$ cat src/design/cls_pkg.sv
// shared types and constants for the compacting list store
package cls_pkg;

  localparam int CAPACITY = 16;
  localparam int IDX_W    = $clog2(CAPACITY);
  localparam int CNT_W    = 5;
  localparam int WORD_W   = 32;

  typedef enum logic [1:0] {
    CMD_APPEND = 2'd0,
    CMD_REMOVE = 2'd1,
    CMD_READ   = 2'd2,
    CMD_NOP    = 2'd3
  } cmd_t;

  typedef enum logic [1:0] {
    ST_DONE    = 2'd0,
    ST_INVALID = 2'd1,
    ST_FULL    = 2'd2,
    ST_UNUSED  = 2'd3
  } status_t;

  typedef logic signed [WORD_W-1:0] word_t;
  typedef logic [IDX_W-1:0]         index_t;
  typedef logic [CNT_W-1:0]         count_t;

  // controller to datapath commands
  typedef struct packed {
    logic exec;
  } dp_ctrl_t;

endpackage

$ cat src/design/cls_if.sv
// request and response channel interfaces
interface cls_req_if;
  import cls_pkg::*;
  logic   valid;
  logic   ready;
  cmd_t   command;
  word_t  value;
  index_t index;

  modport source (output valid, output command, output value, output index, input ready);
  modport sink   (input valid, input command, input value, input index, output ready);
endinterface

interface cls_rsp_if;
  import cls_pkg::*;
  logic    valid;
  logic    ready;
  status_t status;
  word_t   data_out;
  count_t  count_out;

  modport source (output valid, output status, output data_out, output count_out, input ready);
  modport sink   (input valid, input status, input data_out, input count_out, output ready);
endinterface

$ cat src/design/cls_ctrl.sv
// handshake controller: tracks whether a response is held
module cls_ctrl (
  input  logic              clk,
  input  logic              rst,
  input  logic              req_valid,
  output logic              req_ready,
  output logic              rsp_valid,
  input  logic              rsp_ready,
  output cls_pkg::dp_ctrl_t ctrl
);
  import cls_pkg::*;

  typedef enum logic [1:0] {
    S_IDLE = 2'b01,
    S_HOLD = 2'b10
  } state_t;

  state_t state;
  state_t state_next;

  // a new request may enter when the response slot is free or draining
  assign req_ready = (state == S_IDLE) || rsp_ready;
  assign rsp_valid = (state == S_HOLD);
  assign ctrl.exec = req_valid && req_ready;

  // next state
  always_comb begin
    state_next = state;
    unique case (state)
      S_IDLE: begin
        if (ctrl.exec) state_next = S_HOLD;
      end
      S_HOLD: begin
        if (ctrl.exec) state_next = S_HOLD;
        else if (rsp_ready) state_next = S_IDLE;
      end
      default: state_next = S_IDLE;
    endcase
  end

  always_ff @(posedge clk) begin
    if (rst) state <= S_IDLE;
    else state <= state_next;
  end

endmodule

$ cat src/design/cls_datapath.sv
// entry cells, count register and response registers
module cls_datapath (
  input  logic              clk,
  input  logic              rst,
  input  cls_pkg::dp_ctrl_t ctrl,
  input  cls_pkg::cmd_t     command,
  input  cls_pkg::word_t    value,
  input  cls_pkg::index_t   index,
  output cls_pkg::status_t  status,
  output cls_pkg::word_t    data_out,
  output cls_pkg::count_t   count_out
);
  import cls_pkg::*;

  word_t   entries [CAPACITY];
  count_t  count;
  count_t  count_next;
  status_t status_next;
  word_t   data_next;
  logic    idx_ok;
  logic    full;
  logic    do_append;
  logic    do_remove;
  word_t   rd_word;

  assign idx_ok  = {{(CNT_W-IDX_W){1'b0}}, index} < count;
  assign full    = (count == count_t'(CAPACITY));
  assign rd_word = entries[index];

  // decode the request
  always_comb begin
    do_append   = 1'b0;
    do_remove   = 1'b0;
    count_next  = count;
    status_next = ST_DONE;
    data_next   = '0;
    unique case (command)
      CMD_APPEND: begin
        if (full) status_next = ST_FULL;
        else begin
          do_append  = 1'b1;
          count_next = count + count_t'(1);
        end
      end
      CMD_REMOVE: begin
        if (!idx_ok) status_next = ST_INVALID;
        else begin
          do_remove  = 1'b1;
          data_next  = rd_word;
          count_next = count - count_t'(1);
        end
      end
      CMD_READ: begin
        if (!idx_ok) status_next = ST_INVALID;
        else data_next = rd_word;
      end
      default: begin
      end
    endcase
  end

  // entry cells: append writes at the tail, remove shifts later cells down
  always_ff @(posedge clk) begin
    if (ctrl.exec && do_append) entries[count[IDX_W-1:0]] <= value;
    for (int i = 0; i < CAPACITY - 1; i++) begin
      if (ctrl.exec && do_remove && (index_t'(i) >= index)) entries[i] <= entries[i + 1];
    end
  end

  // count register
  always_ff @(posedge clk) begin
    if (rst) count <= '0;
    else if (ctrl.exec) count <= count_next;
  end

  // response registers
  always_ff @(posedge clk) begin
    if (ctrl.exec) begin
      status   <= status_next;
      data_out <= data_next;
    end
  end

  assign count_out = count;

endmodule

$ cat src/design/compacting_list_store.sv
// top level: bounded list of signed words with compaction on remove
// the response is valid in the cycle after its request is accepted
// throughput: one request per cycle while responses are taken; the response register frees as it is taken
// every command, including remove with its shift, completes on the clock edge that accepts it
// reset (synchronous, active high) empties the list and drops any held response
module compacting_list_store (
  input  logic      clk,
  input  logic      rst,
  cls_req_if.sink   req,
  cls_rsp_if.source rsp
);
  import cls_pkg::*;

  dp_ctrl_t ctrl;

  cls_ctrl u_ctrl (
    .clk       (clk),
    .rst       (rst),
    .req_valid (req.valid),
    .req_ready (req.ready),
    .rsp_valid (rsp.valid),
    .rsp_ready (rsp.ready),
    .ctrl      (ctrl)
  );

  cls_datapath u_dp (
    .clk       (clk),
    .rst       (rst),
    .ctrl      (ctrl),
    .command   (req.command),
    .value     (req.value),
    .index     (req.index),
    .status    (rsp.status),
    .data_out  (rsp.data_out),
    .count_out (rsp.count_out)
  );

endmodule

$ cat src/flat_wrapper.sv
// flat-port wrapper written by rule: the top's interface ports become plain ports
module compacting_list_store_flat import cls_pkg::*;
  (clk, rst, req_valid, req_command, req_value, req_index, req_ready, rsp_valid, rsp_status, rsp_data_out, rsp_count_out, rsp_ready);
  cls_req_if req_i ();
  cls_rsp_if rsp_i ();
  input  logic clk;
  input  logic rst;
  input wire logic [$bits(req_i.valid)-1:0] req_valid;
  input wire logic [$bits(req_i.command)-1:0] req_command;
  input wire logic [$bits(req_i.value)-1:0] req_value;
  input wire logic [$bits(req_i.index)-1:0] req_index;
  output wire logic [$bits(req_i.ready)-1:0] req_ready;
  output wire logic [$bits(rsp_i.valid)-1:0] rsp_valid;
  output wire logic [$bits(rsp_i.status)-1:0] rsp_status;
  output wire logic [$bits(rsp_i.data_out)-1:0] rsp_data_out;
  output wire logic [$bits(rsp_i.count_out)-1:0] rsp_count_out;
  input wire logic [$bits(rsp_i.ready)-1:0] rsp_ready;
  assign req_i.valid = req_valid;
  assign req_i.command = req_command;
  assign req_i.value = req_value;
  assign req_i.index = req_index;
  assign req_ready = req_i.ready;
  assign rsp_valid = rsp_i.valid;
  assign rsp_status = rsp_i.status;
  assign rsp_data_out = rsp_i.data_out;
  assign rsp_count_out = rsp_i.count_out;
  assign rsp_i.ready = rsp_ready;
  compacting_list_store u_core (.clk(clk), .rst(rst), .req(req_i), .rsp(rsp_i));
endmodule
$ cat config.mk
export PLATFORM = sky130hd
export DESIGN_NAME = compacting_list_store_flat
export DESIGN_NICKNAME = d
export VERILOG_FILES = /design/src/design/cls_pkg.sv /design/src/design/cls_if.sv /design/src/design/cls_ctrl.sv /design/src/design/cls_datapath.sv /design/src/design/compacting_list_store.sv /design/src/flat_wrapper.sv
export SDC_FILE = /design/constraint.sdc
export NUM_CORES = 1
export LEC_CHECK = 0
export ABC_AREA = 0
export BUFFER_PORTS_ARGS = -buffer_cell sky130_fd_sc_hd__clkbuf_2
export CORE_AREA = 2 2 226 228
export DETAILED_ROUTE_END_ITERATION = 10
export DIE_AREA = 0 0 228 230
export MAX_ROUTING_LAYER = met4
export PLACE_DENSITY = 0.77
export RECOVER_POWER = 100
export SKIP_LAST_GASP = 1
export SYNTH_ARGS = -nofsm -noshare
export SYNTH_HDL_FRONTEND = slang
export SYNTH_HIERARCHICAL = 1
export SYNTH_SLANG_ARGS = --single-unit
$ cat constraint.sdc
create_clock -name clk -period 13.4 [get_ports clk]
set_input_delay 1.34 -clock clk [delete_from_list [all_inputs] [get_ports clk]]
set_output_delay 1.34 -clock clk [all_outputs]
set_load 0.02 [all_outputs]
==> flow_summary.ini <==
[clock_network]
cts.repair.resized = 0
path_clk_slew_ns = 0.06
cts_tree = done
root_buffer = clkbuf_16
clk_latency_ns = 0.61
numCtsBuffers = 57
clk_path_buf_depth = 3
cts_hold_buf = 0
cts-htree-levels = 2
post-cts-setup-buffers = 0
clock-sinks = 553

[route]
vias = 15000
vias_per_cell = 6.47
drt_wl_total_um = 65800
drc = 0
drt-wirelength-per-cell_um = 28.3
antenna_violating_nets_post_route = 0
dr.pass1.iters = 5
dr.first_iter.drc_count = 1443

[power_and_ir_drop]
p_per_area_nw_per_um2 = 131
p_leak_uw = 0.00966
ir_worst_vdd_mv = 0.105

[sta]
setup_viol = 0
fin_crit_ns = 8.93
fin_skew_ns = 0.0116
drv_slew = 939
fin_crit_sh_pct = 66.6
grt_setup_unrepaired = false
fmax_ghz = 0.112
hold-worst-slack_ns = 0.559
worst_slew_pin_slew_ns = 5.77
finalHoldViolCount = 0
slew_headroom_pct = -288
fin_tns_setup_ns = 0

[place]
gp_congestion = 0.831
io_buffers = 82
dpl.hpwl_um = 38600

[synth]
ys_seq_elements = 553
syn_nets = 1604
syn-cell-area_um2 = 27300
synth.yosys.seq_area_share_pct = 60.5
synth.avg_cell_area_um2 = 17.6
yosysWarnings = 6
yosysTopAreaCell = edfxtp_1
synth_area_leaders = edfxtp_1 (60%), mux2_2 (19%), mux4_2 (11%), a211oi_1 (1.8%), mux2_4 (1.6%)
yosys.area.top_type_share_pct = 60.0
yosysUniqueCellTypes = 42
syn_inst = 1550

[grt]
grt-ovfl-total = 0
grt_use_total_pct = 25.9
grt_use_met2_pct = 44.2
antenna_found_initial = 6
grt_pass1_vias = 15900
grt_max_degree = 91
grt.met1_usage_pct = 31.9
gr-max-usage-layer = met2
use_met3_pct = 4.92
grt_pass1_wl_um = 99200

[cells_and_area]
fill_cells = 3745
mostFrequentLayoutCells = edfxtp_1 (546), mux2_2 (449), mux4_2 (128)
final_common_cell = edfxtp_1
multi_input_area_um2 = 10200
nets = 1652
seq_area_um2 = 16500
syn2layout_area_growth_pct = 9.65
layout-drive-gt1-share_pct = 41.8

[worst_setup_path]
startpoint_type = input pin
cp_data_required_time_ns = 13.72
r2r-start = u_core/u_ctrl/state[1]
r2r_slack_ns = 4.99
worstSetupPathType = in -> reg
worstSetupEndpointType = flop
cp_max_fo = 41
worstReg2RegEnd = u_core/u_dp/entries[1][15]
r2r_cells = 8
critPathArrivalTime_ns = 9.25

[hold_path]
whs_path_depth = 1
hold_class = reg -> reg
min_from = u_core/u_dp/entries[2][2]
whs_endpoint = u_core/u_dp/entries[1][2]

[job]
maxCapViolations = 36

[status]
status = finished with violations
violations = capacitance limit, slew limit

[floorplanning]
fp.dieH_um = 230
rows = 82
core_area_um2 = 49900
initial_utilization_pct = 54.8
dieWidth_um = 228
ioPinCount = 83
dieArea_um2 = 52400
-- cell type report --
cell class / count / area share [%]
antenna: 6 / 0.0501
sequential: 553 / 55.2
inverter: 12 / 0.150
clock inverter: 32 / 1.24
timing repair buffer: 121 / 1.69
multi-input combinational: 853 / 34.0
tap: 672 / 2.81
clock buffer: 72 / 4.95
-- metal layers --
layer,vias up,wire length [um]
li1,6380,-
met1,8008,25900
met2,535,33500
met3,105,4790
met4,0,1530
met5,-,0
-- state kept, by name (all words and copies together) (netlist names) --
register and flops:
u_core/u_dp/count_out 5, u_core/u_ctrl/state 2, u_core/u_dp/entries 512, u_core/u_dp/status 2, u_core/u_dp/data_out 32
-- kinds of logic (layout without fill, tap and decap cells) --
family                     count (synthesis)  count (layout)  synth area share, %
AOI/OAI and AO/OA                        111             111                 2.91
xor gates and xnor gates                   4               4                0.128
adders and majority gates                 12              12                0.577
muxes                                    642             642                 32.0
and+or+nand+nor                           84              84                 1.63
other                                      0               6                    0
DFF                                      553             553                 60.5
buffers and inverters                    144             237                 2.30
-- per-stage QoR --
| stage | power [uW] | area [um^2] | std cells | worst slack (ns) | util [%] |
|---|---|---|---|---|---|
| 2_1_floorplan | 2250 | 27300 | 1550 | 7.58 | - |
| 3_5_place_dp | 2350 | 28600 | 2211 | 7.70 | 57.3 |
| 3_3_place_gp | 2340 | 28600 | 2211 | 7.76 | 57.3 |
| 6_report | 3920 | 30000 | 2321 | 4.47 | 60.1 |
| 5_1_grt | 4040 | 30000 | 2321 | 4.12 | 60.1 |
| 4_1_cts | 3950 | 30400 | 2315 | 8.30 | 61.0 |
-- where the power goes --
group	internal, uW	total (uW)	switching, uW
clock	950	1610	662
sequential	1950	1970	17.3
combinational	146	340	194
-- synth_stat cells, drive strengths merged --
master	count
o41ai	1
a221o	1
ha	11
a2111o	2
a21oi	8
o31ai	5
nand4	5
nor2	14
mux2i	34
and2	1
o21ai	19
o221ai	1
buf	93
nand3	4
inv	12
fa	1
edfxtp	546
a31oi	1
or4	1
o211ai	1
nand2	19
a21o	4
o21bai	1
clkbuf	39
mux4	128
dfxtp	7
mux2	480
xnor2	4
nand2b	2
nor3	1
nor3b	1
a211oi	67
or2	1
nor2b	35
-- critical path: stages --
cell	delay [ns]
buf_4	0.44
clkbuf_1	2.06
nand3_1	0.25
nand2_2	0.16
clkbuf_1	1.83
o21ai_0	2.26
buf_4	0.79
-- how the worst max path moves through the flow --
stage                                       to  cells after the start  slack (ns)         start
CTS                 u_core/u_dp/entries[4][22]                      8        8.30  req_index[1]
detailed placement   u_core/u_dp/entries[4][2]                      8        7.70  req_index[1]
finish               u_core/u_dp/entries[6][5]                      7        4.47  req_index[2]
global route        u_core/u_dp/entries[4][26]                      8        4.12  req_index[1]
global placement    u_core/u_dp/entries[4][23]                      8        7.76  req_index[1]
floorplan           u_core/u_dp/entries[10][0]                      5        7.58     rsp_ready
Power figures use the tool's default switching activity.
